File: config.mk
export PLATFORM = sky130hd
export DESIGN_NAME = pdcm_div
export DESIGN_NICKNAME = d
export VERILOG_FILES = /design/src/rtl/core/pdcm_pkg.sv /design/src/rtl/core/pdcm_div.sv
export SDC_FILE = /design/constraint.sdc
export NUM_CORES = 1
export LEC_CHECK = 0
export ABC_AREA = 0
export BUFFER_PORTS_ARGS = -buffer_cell sky130_fd_sc_hd__clkbuf_2
export CAP_MARGIN = 20
export CORE_MARGIN = 3
export CORE_UTILIZATION = 51
export CTS_CLUSTER_SIZE = 24
export DETAILED_ROUTE_END_ITERATION = 7
export GPL_TIMING_DRIVEN = 0
export PLACE_DENSITY = 0.86
export SETUP_SLACK_MARGIN = 0.5
export SLEW_MARGIN = 25
export SYNTH_ARGS = -nofsm -noshare
export SYNTH_HDL_FRONTEND = slang
export SYNTH_SLANG_ARGS = --single-unit
File: constraint.sdc
create_clock -name clk -period 2.7 [get_ports clk]
set_input_delay 0.135 -clock clk [delete_from_list [all_inputs] [get_ports clk]]
set_output_delay 0.135 -clock clk [all_outputs]
set_load 0.02 [all_outputs]
File: src/rtl/core/pdcm_pkg.sv
// Shared types, constants and codes of the periodic deadline cadence monitor.
// Depends on nothing; every other file of the block refers to it by scoped name.
package pdcm_pkg;

    // Depth of each telemetry window, and the widths that follow from it.
    localparam int WIN_DEPTH = 512;
    localparam int WIN_AW    = $clog2(WIN_DEPTH);
    localparam int FILL_W    = $clog2(WIN_DEPTH + 1);

    localparam int T_W   = 63;   // time stamps
    localparam int V_W   = 40;   // interval, phase, jitter and error samples
    localparam int C_W   = 32;   // saturating counters
    localparam int DL_W  = 64;   // deadline, which may pass the 63-bit time range
    localparam int BIT_W = $clog2(V_W);

    // Operation codes of an input item.
    localparam logic [1:0] OP_START  = 2'd0;
    localparam logic [1:0] OP_STOP   = 2'd1;
    localparam logic [1:0] OP_RESUME = 2'd2;
    localparam logic [1:0] OP_POLL   = 2'd3;

    // Configuration register indexes.
    localparam logic REG_INTERVAL = 1'b0;
    localparam logic REG_PHASE    = 1'b1;

    localparam logic [V_W-1:0] MIN_INTERVAL   = 40'd1000000;
    localparam logic [V_W-1:0] RESET_INTERVAL = 40'd1000000;

    // Percentile rank: ceil(95n/100) = (95n + 99) / 100, the division done as a
    // multiplication by a rounded-up reciprocal, exact for these operand widths.
    localparam int RANK_NUM   = 95;
    localparam int RANK_BIAS  = 99;
    localparam int RANK_SHIFT = 26;
    localparam int RANK_MULT  = 671089;
    localparam int RANK_M_W   = 20;
    localparam int RANK_X_W   = FILL_W + 7;

    typedef struct packed {
        logic [1:0]     op;
        logic [T_W-1:0] now;
        logic [T_W-1:0] now_unix;
        logic [T_W-1:0] actual;
    } cmd_t;

    typedef struct packed {
        logic           start;
        logic [T_W-1:0] dividend;
        logic [V_W-1:0] divisor;
    } div_req_t;

    typedef struct packed {
        logic           clear;
        logic           push;
        logic [V_W-1:0] data;
    } win_cmd_t;

    typedef struct packed {
        logic           due;
        logic [T_W-1:0] sched;
        logic [T_W-1:0] sched_unix;
        logic [C_W-1:0] missed_now;
        logic [C_W-1:0] sched_total;
        logic [C_W-1:0] missed_total;
        logic [V_W-1:0] jitter;
        logic [V_W-1:0] jitter_p95;
        logic [V_W-1:0] err_p95;
    } result_t;

endpackage

File: src/rtl/core/pdcm_div.sv
// Restoring divider, one quotient bit per cycle, giving the remainder and a
// quotient saturated to 32 bits. Depends on pdcm_pkg.
module pdcm_div
(
    input  logic                     clk,
    input  logic                     rst_n,
    input  pdcm_pkg::div_req_t       req,
    output logic                     busy,
    output logic                     done,
    output logic [pdcm_pkg::V_W-1:0] rem,
    output logic [pdcm_pkg::C_W-1:0] quo_sat
);

    localparam int T_W   = pdcm_pkg::T_W;
    localparam int V_W   = pdcm_pkg::V_W;
    localparam int C_W   = pdcm_pkg::C_W;
    localparam int STEPW = $clog2(T_W + 1);

    logic             busy_reg;
    logic             done_reg;
    logic [STEPW-1:0] step_reg;
    logic [T_W-1:0]   dvd_reg;
    logic [V_W-1:0]   dsr_reg;
    logic [V_W-1:0]   rem_reg;
    logic [C_W-1:0]   quo_reg;
    logic             ovf_reg;
    logic [V_W:0]     partial;
    logic [V_W:0]     diff;
    logic             qbit;

    assign partial = {rem_reg, dvd_reg[T_W-1]};
    assign diff    = partial - {1'b0, dsr_reg};
    assign qbit    = (partial >= {1'b0, dsr_reg});

    assign busy    = busy_reg;
    assign done    = done_reg;
    assign rem     = rem_reg;
    assign quo_sat = ovf_reg ? '1 : quo_reg;

    always_ff @(posedge clk or negedge rst_n)
    begin
        if (!rst_n)
        begin
            busy_reg <= 1'b0;
            done_reg <= 1'b0;
            step_reg <= '0;
        end
        else
        begin
            done_reg <= 1'b0;
            if (req.start && !busy_reg)
            begin
                busy_reg <= 1'b1;
                step_reg <= STEPW'(T_W);
            end
            else if (busy_reg)
            begin
                step_reg <= step_reg - STEPW'(1);
                if (step_reg == STEPW'(1))
                begin
                    busy_reg <= 1'b0;
                    done_reg <= 1'b1;
                end
            end
        end
    end

    always_ff @(posedge clk)
    begin
        if (req.start && !busy_reg)
        begin
            dvd_reg <= req.dividend;
            dsr_reg <= req.divisor;
            rem_reg <= '0;
            quo_reg <= '0;
            ovf_reg <= 1'b0;
        end
        else if (busy_reg)
        begin
            dvd_reg <= {dvd_reg[T_W-2:0], 1'b0};
            rem_reg <= qbit ? diff[V_W-1:0] : partial[V_W-1:0];
            // A one shifted out of the top means the quotient passed 32 bits.
            ovf_reg <= ovf_reg | quo_reg[C_W-1];
            quo_reg <= {quo_reg[C_W-2:0], qbit};
        end
    end

endmodule

**After elaboration in Yosys (flattened, before gate mapping)**

Index checks and enable logic that the tools add are counted.
Widths: inputs -> output; s select.

- Add/sub/neg operators: 2
- Multipliers: 0
- Div/mod/pow operators: 0
- $lt $le $gt $ge: 1
- Equality and inequality tests: 1
- Shift operators: 0
- Mux-type cells: 12
- Bitwise operators: 1
- Reductions and logical operators: 3

Operator list:

| kind | number |
|---|---|
| $mux 63 | 2 |
| $ge 41x40->1 | 1 |
| $mux 40 | 1 |
| $sub 40x40->40 | 1 |
| $mux 32 | 1 |
| $mux 6 | 2 |
| $eq 6x1->1 const B | 1 |
| $mux 1 | 6 |
| $sub 6x1->6 const B | 1 |
| $reduce_bool 2->1 | 1 |
| $logic_and 1x1->1 | 1 |
| $logic_not 1->1 | 1 |
| $or 1x1->1 | 1 |

- Register bits after elaboration: 184
- Bits in latches: 0
- Bits in writable memories: 0
- Bits in read-only memories: 0
- Bits of input ports: 106
- Output and inout bits: 74
- Word-level logic and storage cells: 28
- Memories kept: 0

**Longest topological paths before layout**

- Word-level depth: 4
- Gate-level depth with buffers: 15

**Worst setup path after synthesis**

Ideal clock, no wire load.

- Path kind: register to register
- Start: register rem_reg[5] (netlist: rem[5])
- End: register rem_reg[39] (netlist: rem[39])
- Setup time: 0.069 ns
- Data arrival time: 2.931 ns
- Data required time: 2.631 ns
- Slack: -0.300 ns
- Cell stages (with the launch flop): 12
- Path buffers: 0
- Period minus slack after synthesis: 3.000 ns
- Path through: dfxtp_1 ha_1 a21oi_1 o21ai_1 a221o_1 a211o_1 o31ai_4 a32oi_1 a221o_1 nand4_1 mux2_1 o21ai_1

- Word-level cells in the longest chain between the ends: 2

RTL lines:

| element | RTL line | text |
|---|---|---|
| start, declared | pdcm_div.sv:24 | `logic [V_W-1:0] rem_reg;` |
| start signal, assigned | pdcm_div.sv:81 | `rem_reg <= qbit ? diff[V_W-1:0] : partial[V_W-1:0];` |
| $sub 40x40->40 / $ge 41x40->1 (equally long branches) | pdcm_div.sv:32, pdcm_div.sv:33 |  |
| $mux 40 * | pdcm_div.sv:81 |  |

Every way passes the cells marked *; elsewhere a longest branch is shown, timed or not.
A chain may end at the register's enable or synchronous reset.

**Worst setup path after layout**

- Start: register dsr_reg[6]
- End: register rem_reg[39] (netlist: rem[39])

- Word-level cells in the longest chain between the ends: 2

RTL lines:

| element | RTL line | text |
|---|---|---|
| start, declared | pdcm_div.sv:23 | `logic [V_W-1:0] dsr_reg;` |
| start signal, assigned | pdcm_div.sv:73 | `dsr_reg <= req.divisor;` |
| $sub 40x40->40 / $ge 41x40->1 (equally long branches) | pdcm_div.sv:32, pdcm_div.sv:33 |  |
| $mux 40 * | pdcm_div.sv:81 |  |

Marked as above.

==> results.py <==
metrics = {
    "detailed_routing": {
        "viasPerCell": 5.80,
        "wl_um": 29600,
        "dr.pass1.iters": 6,
        "vias": 8747,
        "post_drt_wl_per_cell_um": 19.7,
        "drc": 0,
        "drt_iter0_drc": 697,
        "ant_nets": 0,
    },
    "clock_network": {
        "root_buffer": "clkbuf_16",
        "clkLatencyLatePin_ns": 0.44,
        "htreeDepth": 4,
        "cts_tree": "yes",
        "numCtsBuffers": 17,
        "clock_path_buffers": 2,
        "path_clk_slew_ns": 0.08,
        "clock_sinks": 184,
    },
    "sta": {
        "rsz0062_at_grt": "yes",
        "slew_violations": 0,
        "slew-limit-headroom_pct": 50.6,
        "period_needed_ns": 3.03,
        "skew_ns": 0.0125,
        "tightestPinTransition_ns": 0.741,
        "setup_viol": 40,
        "fmax_ghz": 0.330,
        "whs_ns": -0.0000159,
        "fin_ws_ns": -0.334,
        "fin_crit_sh_pct": 112,
        "hold_violations": 1,
    },
    "logic_synthesis": {
        "synthAdderAreaFrac_pct": 5.75,
        "yosys_warnings": 0,
        "synth_edf_count": 103,
        "ys_seq_elements": 184,
        "synth_cell_types": 59,
        "synth_compound_area_share_pct": 14.8,
        "synth_top_family_by_area": "compound AO/OA/AOI/OAI gates",
        "synth_area_mm2": 0.00949,
        "avgSynthCellArea_um2": 10.2,
        "synth_nets": 1078,
        "synth_mux_area_share_pct": 9.63,
        "ys_async_sr_fraction_pct": 4.35,
        "synthSimpleGateAreaFrac_pct": 12.0,
        "synth-xor-area-share_pct": 3.41,
        "synth_ff_type": "edfxtp_1",
        "netlist_instances": 929,
        "ys_seq_area_share_pct": 50.1,
    },
    "final_layout": {
        "layout_common_cells": "189 x clkbuf_2, 134 x nand2_1, 103 x edfxtp_1",
        "largest_reg_flops": 63,
        "fin_nets": 1413,
        "finalNonFillerCells": 1507,
        "syn_to_final_growth_pct": 41.3,
        "final_common_cell": "clkbuf_2",
        "drive_above_1_share_pct": 38.6,
    },
    "floorplan": {
        "initial_utilization_pct": 52.3,
        "fp.dieW_um": 142,
        "die_h_um": 142,
        "io_pins": 180,
        "dieArea_mm2": 0.0203,
        "rows": 49,
        "core_mm2": 0.0181,
    },
    "global_routing": {
        "grt_pass1_wl_um": 44200,
        "antenna_found_initial": 1,
        "grtUsageTotal_pct": 27.6,
        "overflow": 0,
        "grt_max_degree": 50,
        "grt_pass1_vias": 8664,
    },
    "placed_design": {
        "port_buffers": 179,
        "dpl.hpwl_um": 18000,
        "gp_congestion": 0.921,
        "dp_cells": 1339,
    },
    "power": {
        "powerDensity_mw_per_mm2": 1180,
        "p_leak_nw": 5.78,
        "switching_share_pct": 40.4,
        "pwr-share-comb_pct": 52.3,
        "p_seq_share_pct": 31.8,
        "power.share.clock_pct": 15.9,
        "peakVddDrop_mv": 0.643,
        "p_int_mw": 9.42,
        "power_switching_mw": 6.39,
    },
    "min_path": {
        "worstHoldPathType": "primary input to register",
        "min_from": "req[92]",
    },
    "job": {
        "maxCapViolCount": 0,
    },
    "worst_setup_path": {
        "arrival_ns": 3.41,
        "path_max_fanout": 3,
        "startpoint_type": "register",
        "worstPathRequired_ns": 3.08,
        "r2r_start": "dsr_reg[6]$_DFFE_PP_",
        "crit_path_start": "dsr_reg[6]$_DFFE_PP_",
        "worstSetupPathType": "register to register",
        "end_kind": "register",
    },
    "outcome": {
        "status": "finished, violations left",
        "violations": "negative hold slack, negative setup slack",
    },
}
==> what timing repair did <==
item | 4_1_cts | 5_1_grt
endpoints found under the setup margin | 91 | 92
buffers inserted | 28 | 12
hold endpoints to repair | 97 | 1
gates resized for setup | 52 | 61
cloned | 3 | 1
hold buffers | 90 | 1
pin swaps | 29 | 26
==> path summary, 6_finish.rpt <==
kind                                             to  slack, ns  cells past startpoint
hold reg to reg            quo_reg[24]$_SDFFE_PP0P_       0.48                      2
hold / removal                dvd_reg[52]$_DFFE_PP_   -0.00002                      2
setup reg to reg               rem[39]$_SDFFE_PP0P_      -0.33                     12
setup / recovery               rem[39]$_SDFFE_PP0P_      -0.33                     12
max in group asynchronous            busy$_DFF_PN0_       2.43                      2
min in group asynchronous   step_reg[0]$_DFFE_PN0P_       0.07                      2
==> routing by layer <==
metal	GRT usage (%)	share of wire, %	routed length, µm	vias to the layer above
met5	0	0	0	-
met4	12.2	4.3	1280	0
met3	5.98	8.2	2440	114
met2	47.7	50	14800	467
met1	33.2	38	11100	4185
li1	-	-	-	3981
==> stage by stage <==
step                      setup TNS, ns  total power [mW]  worst slack [ns]  util, %  area [µm²]
final                             -7.35              15.8            -0.334     73.9       13400
after global placement           -18.36              11.1            -0.470     60.8       11000
after CTS                         -2.77              14.8            -0.309     71.7       13000
after floorplan                  -0.295              9.68            -0.113        -        9850
after global routing              -9.59              16.6            -0.389     73.9       13400
after detailed placement         -11.44              11.4            -0.488     61.0       11100
==> power by group through the flow <==
stage	Sequential [mW]	Clock (mW)	Combinational, mW
2_1_floorplan	5.19	0	4.49
3_3_place_gp	4.97	0	6.16
3_5_place_dp	4.99	0	6.36
4_1_cts	4.96	2.53	7.29
5_1_grt	5.15	2.64	8.77
6_report	5.02	2.52	8.28
==> worst max-delay path: stages (launching register included) <==
cell and delay [ns]:
edfxtp_1 0.38, inv_2 0.08, ha_4 0.21, a21oi_4 0.14
o21ai_2 0.09, a221o_1 0.38, a211o_4 0.38, o31ai_4 0.24
a32oi_2 0.18, a221o_1 0.36, nand4_1 0.13, mux2_4 0.32
o21ai_1 0.10
==> cells in the mapped netlist (13+ instances only) <==
cell type | number | share of area, %
o21ai_0 | 60 | 3.2
o21ai_1 | 23 | 1.2
nand2_1 | 139 | 5.5
xnor2_1 | 23 | 2.1
or2_2 | 33 | 2.2
mux2_2 | 64 | 7.6
a21oi_1 | 55 | 2.9
clkbuf_1 | 37 | 1.5
mux2i_1 | 16 | 1.7
nor2_1 | 32 | 1.3
xor2_1 | 14 | 1.3
dfxtp_1 | 73 | 15
a21o_1 | 13 | 1.0
inv_1 | 56 | 2.2
edfxtp_1 | 103 | 33
ha_1 | 42 | 5.5
==> cells by family after synthesis <==
family                     after synthesis
AOI/OAI and AO/OA                      225
xor gates and xnor gates                37
adders and majority gates               43
buffers and inverters                  106
DFF                                    184
muxes                                   83
and+or+nand+nor                        251
==> area by class of cell <==
class | instances | area, µm²
timing repair buffer | 316 | 2280
fill | 1156 | 4740
antenna | 1 | 2.50
clock inverter | 13 | 126
buffer | 48 | 334
sequential | 184 | 4790
clock buffer | 19 | 464
tap | 229 | 287
multi-input combinational | 639 | 4910
inverter | 58 | 221
Note: power is estimated with default switching activity, not from simulation.
