### config.mk
export PLATFORM = sky130hd
export DESIGN_NAME = pdcm_front
export DESIGN_NICKNAME = d
export VERILOG_FILES = /design/src/rtl/core/pdcm_pkg.sv /design/src/rtl/core/pdcm_front.sv
export SDC_FILE = /design/constraint.sdc
export NUM_CORES = 1
export LEC_CHECK = 0
export BUFFER_PORTS_ARGS = -buffer_cell sky130_fd_sc_hd__buf_2
export CORE_MARGIN = 2
export CORE_UTILIZATION = 56
export CTS_CLUSTER_SIZE = 30
export DETAILED_ROUTE_END_ITERATION = 16
export GPL_ROUTABILITY_DRIVEN = 0
export PLACE_DENSITY = 0.81
export SYNTH_ARGS = -nofsm -noshare
export SYNTH_HDL_FRONTEND = slang
export SYNTH_SLANG_ARGS = --single-unit
export TNS_END_PERCENT = 1
### constraint.sdc
create_clock -name clk -period 14.42 [get_ports clk]
set_input_delay 1.442 -clock clk [delete_from_list [all_inputs] [get_ports clk]]
set_output_delay 1.442 -clock clk [all_outputs]
set_load 0.005 [all_outputs]
### src/rtl/core/pdcm_pkg.sv
// Shared types, constants and codes of the periodic deadline cadence monitor.
// Depends on nothing; every other file of the block refers to it by scoped name.
package pdcm_pkg;

    // Depth of each telemetry window, and the widths that follow from it.
    localparam int WIN_DEPTH = 512;
    localparam int WIN_AW    = $clog2(WIN_DEPTH);
    localparam int FILL_W    = $clog2(WIN_DEPTH + 1);

    localparam int T_W   = 63;   // time stamps
    localparam int V_W   = 40;   // interval, phase, jitter and error samples
    localparam int C_W   = 32;   // saturating counters
    localparam int DL_W  = 64;   // deadline, which may pass the 63-bit time range
    localparam int BIT_W = $clog2(V_W);

    // Operation codes of an input item.
    localparam logic [1:0] OP_START  = 2'd0;
    localparam logic [1:0] OP_STOP   = 2'd1;
    localparam logic [1:0] OP_RESUME = 2'd2;
    localparam logic [1:0] OP_POLL   = 2'd3;

    // Configuration register indexes.
    localparam logic REG_INTERVAL = 1'b0;
    localparam logic REG_PHASE    = 1'b1;

    localparam logic [V_W-1:0] MIN_INTERVAL   = 40'd1000000;
    localparam logic [V_W-1:0] RESET_INTERVAL = 40'd1000000;

    // Percentile rank: ceil(95n/100) = (95n + 99) / 100, the division done as a
    // multiplication by a rounded-up reciprocal, exact for these operand widths.
    localparam int RANK_NUM   = 95;
    localparam int RANK_BIAS  = 99;
    localparam int RANK_SHIFT = 26;
    localparam int RANK_MULT  = 671089;
    localparam int RANK_M_W   = 20;
    localparam int RANK_X_W   = FILL_W + 7;

    typedef struct packed {
        logic [1:0]     op;
        logic [T_W-1:0] now;
        logic [T_W-1:0] now_unix;
        logic [T_W-1:0] actual;
    } cmd_t;

    typedef struct packed {
        logic           start;
        logic [T_W-1:0] dividend;
        logic [V_W-1:0] divisor;
    } div_req_t;

    typedef struct packed {
        logic           clear;
        logic           push;
        logic [V_W-1:0] data;
    } win_cmd_t;

    typedef struct packed {
        logic           due;
        logic [T_W-1:0] sched;
        logic [T_W-1:0] sched_unix;
        logic [C_W-1:0] missed_now;
        logic [C_W-1:0] sched_total;
        logic [C_W-1:0] missed_total;
        logic [V_W-1:0] jitter;
        logic [V_W-1:0] jitter_p95;
        logic [V_W-1:0] err_p95;
    } result_t;

endpackage

### src/rtl/core/pdcm_front.sv
// Front end: takes input transactions, tags them by operation and holds them
// in a two-entry queue for the back end. Depends on pdcm_pkg.
module pdcm_front
(
    input  logic                      clk,
    input  logic                      rst_n,
    input  logic                      push,
    output logic                      full,
    input  logic [1:0]                op,
    input  logic [pdcm_pkg::T_W-1:0]  now_ns,
    input  logic [pdcm_pkg::T_W-1:0]  now_unix_ns,
    input  logic [pdcm_pkg::T_W-1:0]  actual_start_unix_ns,
    output logic                      cmd_valid,
    output pdcm_pkg::cmd_t            cmd,
    input  logic                      cmd_take
);

    pdcm_pkg::cmd_t q_mem [2];
    pdcm_pkg::cmd_t in_cmd;
    logic           wr_ptr_reg;
    logic           rd_ptr_reg;
    logic [1:0]     cnt_reg;
    logic [1:0]     cnt_next;
    logic           wr_en;
    logic           rd_en;

    always_comb
    begin
        in_cmd.op       = op;
        in_cmd.now      = now_ns;
        in_cmd.now_unix = now_unix_ns;
        // Only a poll carries an acquisition stamp; other operations keep none.
        in_cmd.actual   = (op == pdcm_pkg::OP_POLL) ? actual_start_unix_ns : '0;
    end

    assign full      = (cnt_reg == 2'd2);
    assign cmd_valid = (cnt_reg != 2'd0);
    assign cmd       = q_mem[rd_ptr_reg];
    assign wr_en     = push && !full;
    assign rd_en     = cmd_take && cmd_valid;

    always_comb
    begin
        cnt_next = cnt_reg;
        if (wr_en && !rd_en)
        begin
            cnt_next = cnt_reg + 2'd1;
        end
        else if (rd_en && !wr_en)
        begin
            cnt_next = cnt_reg - 2'd1;
        end
    end

    always_ff @(posedge clk or negedge rst_n)
    begin
        if (!rst_n)
        begin
            wr_ptr_reg <= 1'b0;
            rd_ptr_reg <= 1'b0;
            cnt_reg    <= 2'd0;
        end
        else
        begin
            cnt_reg <= cnt_next;
            if (wr_en)
            begin
                wr_ptr_reg <= !wr_ptr_reg;
            end
            if (rd_en)
            begin
                rd_ptr_reg <= !rd_ptr_reg;
            end
        end
    end

    always_ff @(posedge clk)
    begin
        if (wr_en)
        begin
            q_mem[wr_ptr_reg] <= in_cmd;
        end
    end

endmodule

# --- Word-level counts from Yosys, hierarchy flattened ---
# Memories as Yosys holds them, arrays and structs flattened.
# Index checks and enable logic that the tools add are counted.
classes:
  n_addsub: 2
  eq_ne: 2
  muxes: 5
  n_reduce_logical: 11
op_table:
  columns: ["operator", "count"]
  rows:
  - ["two-way mux 63 bit", 1]
  - ["zero test 1 bit", 5]
  - ["equality test 2 bit, second input constant", 2]
  - ["logical AND 1 bit", 4]
  - ["two-way mux 2 bit", 2]
  - ["nonzero test 2 bit", 2]
  - ["adder 2 x 1 -> 2 bit, second input constant", 1]
  - ["two-way mux 1 bit", 2]
  - ["subtractor 2 x 1 -> 2 bit, second input constant", 1]
word_totals:
  reg_bits: 4
  ramBits: 382
  input_bits: 195
  wordCells: 24
  memories: 1
memory_table:
  columns: ["name", "words", "word_bits", "rd", "rd_clocked_by_memory_dff", "wr", "line", "rtl"]
  rows:
  - ["q_mem", 2, 191, 1, 0, 1, "pdcm_front.sv:18", "pdcm_pkg::cmd_t q_mem [2];"]

# --- Longest topological paths before layout ---
# Gate-level depths: netlist of run 1.
depth:
  word_depth: 7
  mapped_depth: 7

# --- Worst setup path after synthesis of run 1 ---
# No wires, ideal clock.
synth_timing:
  path_kind: "input to register"
  startpoint: "input port push"
  endpoint: "memory q_mem[0][0] (netlist name), enable pin"
  setup_ns: 0.745
  t_arrival_ns: 9.451
  setup_slack_ns: 4.224
  cell_stages: 2
  cell_sequence: "nand2_1 > nor2_1"
synth_via:
  elab_chain_cells: 3
synth_lines:
  columns: ["item", "line", "rtl"]
  rows:
  - ["from (decl)", "pdcm_front.sv:7", "input logic push,"]
  - ["logical AND 1 bit", "pdcm_front.sv:39", "assign wr_en = push && !full;"]
  - ["two-way mux 1 bit", "pdcm_front.sv:79", "if (wr_en)"]
  - ["two-way mux 1 bit (implied by the code)", "pdcm_front.sv:81", "q_mem[wr_ptr_reg] <= in_cmd;"]
  - ["to (decl)", "pdcm_front.sv:18", null]
# No other way between the ends.

==> flow_summary.toml, run 1 <==
[status]
status = "finished, final reports clean"

[synth]
synthCells = 688
yosys_warnings = 0
synth.distinct_cells = 15
avgSynthCellArea_um2 = 21.06
yosysSeqAreaShare = 0.7986
ys_ff_latch = 386
syn_nets = 884
synthesis.area_mm2 = 0.01449

[cts]
h-tree-depth = 2
ctsHoldBuffers = 0
cts_buffers = 38
cts.sinks = 386
cts_resized = 0
clkLatencyLatePin_ns = 0.50
clockBufferDepth = 3
tritoncts = "built"
root_buffer = "clkbuf_16"
path_clk_slew_ns = 0.06
post-cts-setup-buffer-count = 0

[sta]
rsz0062_at_grt = "false"
layout_worst_path_cycle_share = 0.2976
clock_skew_ns = 0.006956
max_freq_mhz = 233.0
postLayoutSetupSlackWorst_ns = 10.13
drv_slew = 0
min_period_ns = 4.291
finalSetupTns_ns = 0
relSlewSlack = 0.2628
tightestPinTransition_ns = 1.106
finalSetupViolCount = 0
final_hold_viol_count = 0

[layout]
n_fill_cell = 1522
area_growth_pct = 23.27
drive_above_1_share = 0.5721
seq_area_mm2 = 0.01157
fin_nets = 1285
largest_register_ffs = 382
multi_input_area_mm2 = 0.002648

[die]
die_area_mm2 = 0.02718
start_util = 0.5721
dieHeight_um = 164.9
rows = 58
io_pins = 388
die_x_um = 164.9
core_mm2 = 0.02533

[setup_path]
r2r_start = "cnt_reg[0]"
critPathMaxStageDelay_ns = 0.84
cp.required_ns = 12.98
worst-path-buf-inv = 2
crit_family = "buffers and inverters"
arrival_ns = 2.85
cp_slowest_cell = "buf_4"
cp_max_fo = 79
crit_start = "rd_ptr_reg"
end_kind = "output port"
critPathLaunchType = "flip-flop"
critPathKind = "reg -> out"
worstPathCellList = "buf_4 -> mux2_2 -> buf_2"

[hold_path]
min_path_type = "reg -> reg"
min_from = "cnt_reg[1]"

[global_route]
grt_overflow = 0
grt_pass1_wl_mm = 44.35
first_global_vias = 8135
antenna_found_initial = 6
grt_max_degree = 80
grtUsageTotal = 0.2182

[run]
maxCapViolCount = 0

[pwr]
irDropWorstVdd_mv = 0.1222
p_leak_nw = 6.967
p_per_area_mw_per_mm2 = 196.6

[routing]
final_antenna_net_count = 0
vias_per_cell = 5.380
drt_first_pass_iters = 4
wirelength_mm = 30.98
vias = 7817
first_iter_violations = 624
drc = 0
routed_wire_length_per_instance_um = 21.32

[place]
dpl_worst_slack_ns = 10.46
port_buffers = 387
place_hpwl_mm = 20.23
stage by stage:
| step | instances | hold slack (ns) | area, um^2 | util | total power, mW |
|---|---|---|---|---|---|
| 6_report | 1453 | 0.4973 | 17860 | 0.7052 | 3.512 |
| 4_1_cts | 1447 | 0.5025 | 17850 | 0.7046 | 3.543 |
| 2_1_floorplan | 688 | 0.4559 | 14490 | - | 2.270 |
| 3_3_place_gp | 1379 | 0.4863 | 16630 | 0.6567 | 2.554 |
| 5_1_grt | 1450 | 0.5135 | 17850 | 0.7049 | 3.671 |
| 3_5_place_dp | 1379 | 0.4950 | 16630 | 0.6567 | 2.586 |
final cells by class:
type	count	area share
repair buffers	394	0.1114
well taps	330	0.02312
flip-flops and latches	386	0.6481
inverters	2	0.0004203
clock inverters	20	0.009037
multi-input cells	267	0.1482
clock buffers	48	0.05891
diodes	6	0.0008406
report_power, final:
group | internal (mW) | leakage [nW] | total [mW] | switching (mW)
registers | 1.54 | 3.63 | 1.62 | 0.0808
logic | 0.452 | 2.74 | 0.940 | 0.488
clock network | 0.568 | 0.597 | 0.952 | 0.384
total | 2.56 | 6.97 | 3.51 | 0.953
placed cells by master, fill, tap and decap left out:
master,synthesis,final
and3_1,64,63
and3_4,0,1
buf_2,1,387
buf_4,0,7
bufinv_16,0,3
clkbuf_1,12,7
clkbuf_16,0,41
clkinv_1,0,11
clkinv_2,0,6
dfrtp_1,4,3
dfrtp_4,0,1
diode_2,0,6
edfxtp_1,382,382
ha_1,1,1
inv_1,2,2
mux2_2,191,191
nand2_1,2,2
nand2b_1,1,1
nor2_1,2,1
nor2_4,0,1
or2_2,1,1
xnor2_1,3,3
xor2_1,2,2
per-layer routing:
| metal | share of wire | global-route usage | vias to the layer above |
|---|---|---|---|
| li1 | - | - | 3534 |
| met5 | 0.00077 | 0 | - |
| met2 | 0.51 | 0.3787 | 355 |
| met3 | 0.11 | 0.08764 | 61 |
| met4 | 0.025 | 0.07589 | 4 |
| met1 | 0.36 | 0.2448 | 3863 |
cells by family after synthesis:
| logic type | count (synthesis) | share of synthesized area |
|---|---|---|
| adder cells (fa/ha/maj) | 1 | 0.0008634 |
| multiplexers | 191 | 0.1484 |
| AND/OR/NAND/NOR | 70 | 0.02953 |
| buffers and inverters | 35 | 0.01952 |
| XOR/XNOR | 5 | 0.003023 |
| flip-flops | 386 | 0.7986 |
worst paths after layout:
check / end / slack, ns / cells past startpoint
setup / recovery: cmd[61] / 10.13 / 3
hold / removal: cnt_reg[1] / 0.50 / 1
setup reg to reg: q_mem[0][67] / 11.40 / 5
hold reg to reg: cnt_reg[1] / 0.50 / 1
max in group asynchronous: rd_ptr_reg / 13.55 / 1
min in group asynchronous: cnt_reg[0] / 0.73 / 1
cells in the mapped netlist:
| master | number | area share |
|---|---|---|
| or2_2 | 1 | 0.00043 |
| mux2_2 | 191 | 0.15 |
| buf_2 | 1 | 0.00035 |
| inv_1 | 2 | 0.00052 |
| nand2_1 | 2 | 0.00052 |
| nand2b_1 | 1 | 0.00043 |
| xnor2_1 | 3 | 0.0018 |
| edfxtp_1 | 382 | 0.79 |
| nor2_1 | 2 | 0.00052 |
| dfrtp_1 | 4 | 0.0069 |
| buf_6 | 20 | 0.016 |
| xor2_1 | 2 | 0.0012 |
| and3_1 | 64 | 0.028 |
| ha_1 | 1 | 0.00086 |
| clkbuf_1 | 12 | 0.0031 |
worst reg2reg max path, cell delays in order, from the launching register on:
cell,delay [ns]
dfrtp_1,0.42
nand2b_1,0.18
nand2_1,0.15
nor2_4,0.63
buf_4,0.53
buf_4,0.70
Note: power is estimated with default switching activity, not from simulation.
==> inputs of run 2 (changes only) <==
Settings changed: ABC_AREA set to 1, CORE_UTILIZATION 56 to 52, PLACE_DENSITY 0.81 to 0.76.
Clock period 14.42 ns to 4.3 ns, I/O delays scaled along.
==> run 2 against run 1 <==
Utilization is 5.0 points lower. Hold slack got worse by 0.40 ns. Largest cell class unchanged. Die area up 8.0%. Sequential share of layout area decreased by 1.1 points. Largest power group unchanged. Synthesized cell count rose by 69%. Register-to-register slack lost 9.5 ns. Area after synthesis is 0.50% higher. Critical path depth is 2 higher.
==> flow_summary.toml, run 2 <==
[die]
rows = 61
die_area_mm2 = 0.02936
die_x_um = 171.3
dieHeight_um = 171.3
start_util = 0.5256
io_pins = 388
core_mm2 = 0.02771

[sta]
layout_worst_path_cycle_share = 0.7568
final_hold_viol_count = 0
relSlewSlack = 0.4185
min_period_ns = 3.254
clock_skew_ns = 0.01622
drv_slew = 0
max_freq_mhz = 307.3
tightestPinTransition_ns = 0.8702
finalSetupViolCount = 0
rsz0062_at_grt = "false"
finalSetupTns_ns = 0

[cts]
cts.sinks = 386
root_buffer = "clkbuf_16"
post-cts-setup-buffer-count = 0
ctsHoldBuffers = 1
h-tree-depth = 2
tritoncts = "built"
cts_resized = 0
cts_buffers = 40
clockBufferDepth = 3
path_clk_slew_ns = 0.06
clkLatencyLatePin_ns = 0.51

[setup_path]
cp_slowest_cell = "dfrtp_4"
reg2reg_depth = 6
critPathLaunchType = "flip-flop"
crit_family = "buffers and inverters"
r2r_start = "cnt_reg[1]"
cp.required_ns = 3.87
timing.reg2reg.setup_slack_ns = 1.93
worst-path-buf-inv = 3
critPathKind = "reg -> out"
worstPathCellList = "inv_6 -> buf_4 -> nand2_1 -> nand2_1 -> buf_2"
critPathMaxStageDelay_ns = 0.73
rr_endpoint = "q_mem[0][47]"
end_kind = "output port"
timing.critical_path.mode_cell = "nand2_1"
arrival_ns = 2.82
cp_max_fo = 101

[synth]
synth.distinct_cells = 13
synth_top_family_by_area = "simple AND/OR/NAND/NOR gates"
synth_compound_area_frac = 0.0003437
synthMuxAreaShare = 0
yosys.area_share.simple = 0.1689
synth_xor_area_frac = 0.0006015
synth_top_area_frac = 0.7878
syn_nets = 1358
avgSynthCellArea_um2 = 12.53
ys_async_sr_fraction = 0.01036
synth_area_leaders = "edfxtp_1 79%, nand2_1 15%, inv_1 1.8%, nor2_1 1.7%, buf_2 1.6%"
yosys_warnings = 0
synthesis.area_mm2 = 0.01456
synth.most_common_cell = "nand2_1"
yosys.area.top_type = "edfxtp_1"
yosys.area_share.adder = 0.0008593
ys_dominant_reg_cell = "edfxtp_1"
synth_edf_count = 382
ys_ff_latch = 386
yosysSeqAreaShare = 0.7946
netlist_top_cells_count = "585 x nand2_1, 382 x edfxtp_1, 70 x inv_1"
synthCells = 1162

[hold_path]
hold_path_depth = 1
min_path_type = "in -> reg"
hold_end = "q_mem[1][174]"
min_from = "now_ns[48]"

[routing]
drc = 0
final_antenna_net_count = 0
first_iter_violations = 644
routed_wire_length_per_instance_um = 16.53
drt_first_pass_iters = 5
vias_per_cell = 4.883
wirelength_mm = 32.52
vias = 9605

[layout]
drive_above_1_share = 0.2859
finish.utilization = 0.6555
area_growth_pct = 24.71
final_area_mm2 = 0.01816
largest_register_ffs = 382
final_cell_mix = "584 x nand2_1, 387 x buf_2, 382 x edfxtp_1"
fin_nets = 1750
final_common_cell = "nand2_1"

[global_route]
grtUsageTotal = 0.2125
first_global_vias = 9323
grt_pass1_wl_mm = 47.95
antenna_found_initial = 8
grt_overflow = 0
grt_max_degree = 118

[pwr]
p_clk_frac = 0.272
switchingPower_mw = 3.802
intPower_mw = 8.311
combinationalPowerShare = 0.280
irDropWorstVdd_mv = 0.4322
total_power_mw = 12.11
seqPwrFrac = 0.448
p_per_area_mw_per_mm2 = 667.0
p_leak_nw = 8.112
p_sw_frac = 0.3139

[run]
maxCapViolCount = 0

[place]
place_hpwl_mm = 21.01
port_buffers = 387
placed_area_mm2 = 0.01688

[status]
status = "finished, final reports clean"
## run 2: power by group through the flow
| stage | combinational (mW) | sequential, mW | clock [mW] |
|---|---|---|---|
| finish | 3.39 | 5.43 | 3.29 |
| global placement | 3.39 | 5.48 | 0 |
| global route | 3.83 | 5.51 | 3.49 |
| CTS | 3.45 | 5.43 | 3.36 |
| detailed placement | 3.43 | 5.51 | 0 |
| floorplan | 1.89 | 5.48 | 0 |
## run 2: metrics by stage
step,cells,setup slack [ns],hold slack (ns)
2_1_floorplan,1162,-0.6584,0.1344
3_3_place_gp,1889,1.649,0.2549
3_5_place_dp,1889,1.652,0.2591
4_1_cts,1959,1.069,0.07829
5_1_grt,1962,0.8948,0.08451
6_report,1967,1.046,0.1005
## run 2: worst max-delay path by stage
stage	to	cells past startpoint	slack [ns]	from
final	cmd[127]	5	1.05	rd_ptr_reg
after CTS	cmd[127]	5	1.07	rd_ptr_reg
after detailed placement	cmd[144]	5	1.65	rd_ptr_reg
after floorplan	q_mem[0][0]	5	-0.66	cnt_reg[1]
after global placement	cmd[128]	5	1.65	rd_ptr_reg
after global routing	cmd[144]	5	0.89	rd_ptr_reg
## run 2: worst reg2reg max path, cell delays in order, from the launching register on
cell and delay [ns]:
dfrtp_1 0.37, inv_1 0.10, nor2_1 0.06, nor2_1 0.15, nand2_1 0.17, inv_8 0.63
buf_4 0.54
## run 2: final cells by class
cell class | count | area [um^2]
fill | 2057 | 9545
clock buffer | 52 | 1067
antenna | 8 | 20.02
clock inverter | 17 | 177.7
multi-input combinational | 657 | 2496
sequential | 386 | 11570
timing repair buffer | 398 | 2072
tap | 378 | 473.0
inverter | 71 | 279.0
## run 2: logic make-up after synthesis
logic type | count (synthesis)
AND/OR/NAND/NOR | 654
flip-flops | 386
buffers and inverters | 119
AO/OA/AOI/OAI | 1
XOR/XNOR | 1
adder cells (fa/ha/maj) | 1
## run 2: layer usage
layer / vias to the layer above / part of all wire / GRT usage
li1: 4609 / - / -
met1: 4494 / 0.37 / 0.2444
met2: 419 / 0.49 / 0.3620
met3: 79 / 0.11 / 0.08007
met4: 4 / 0.032 / 0.08180
met5: - / 0.00083 / 0
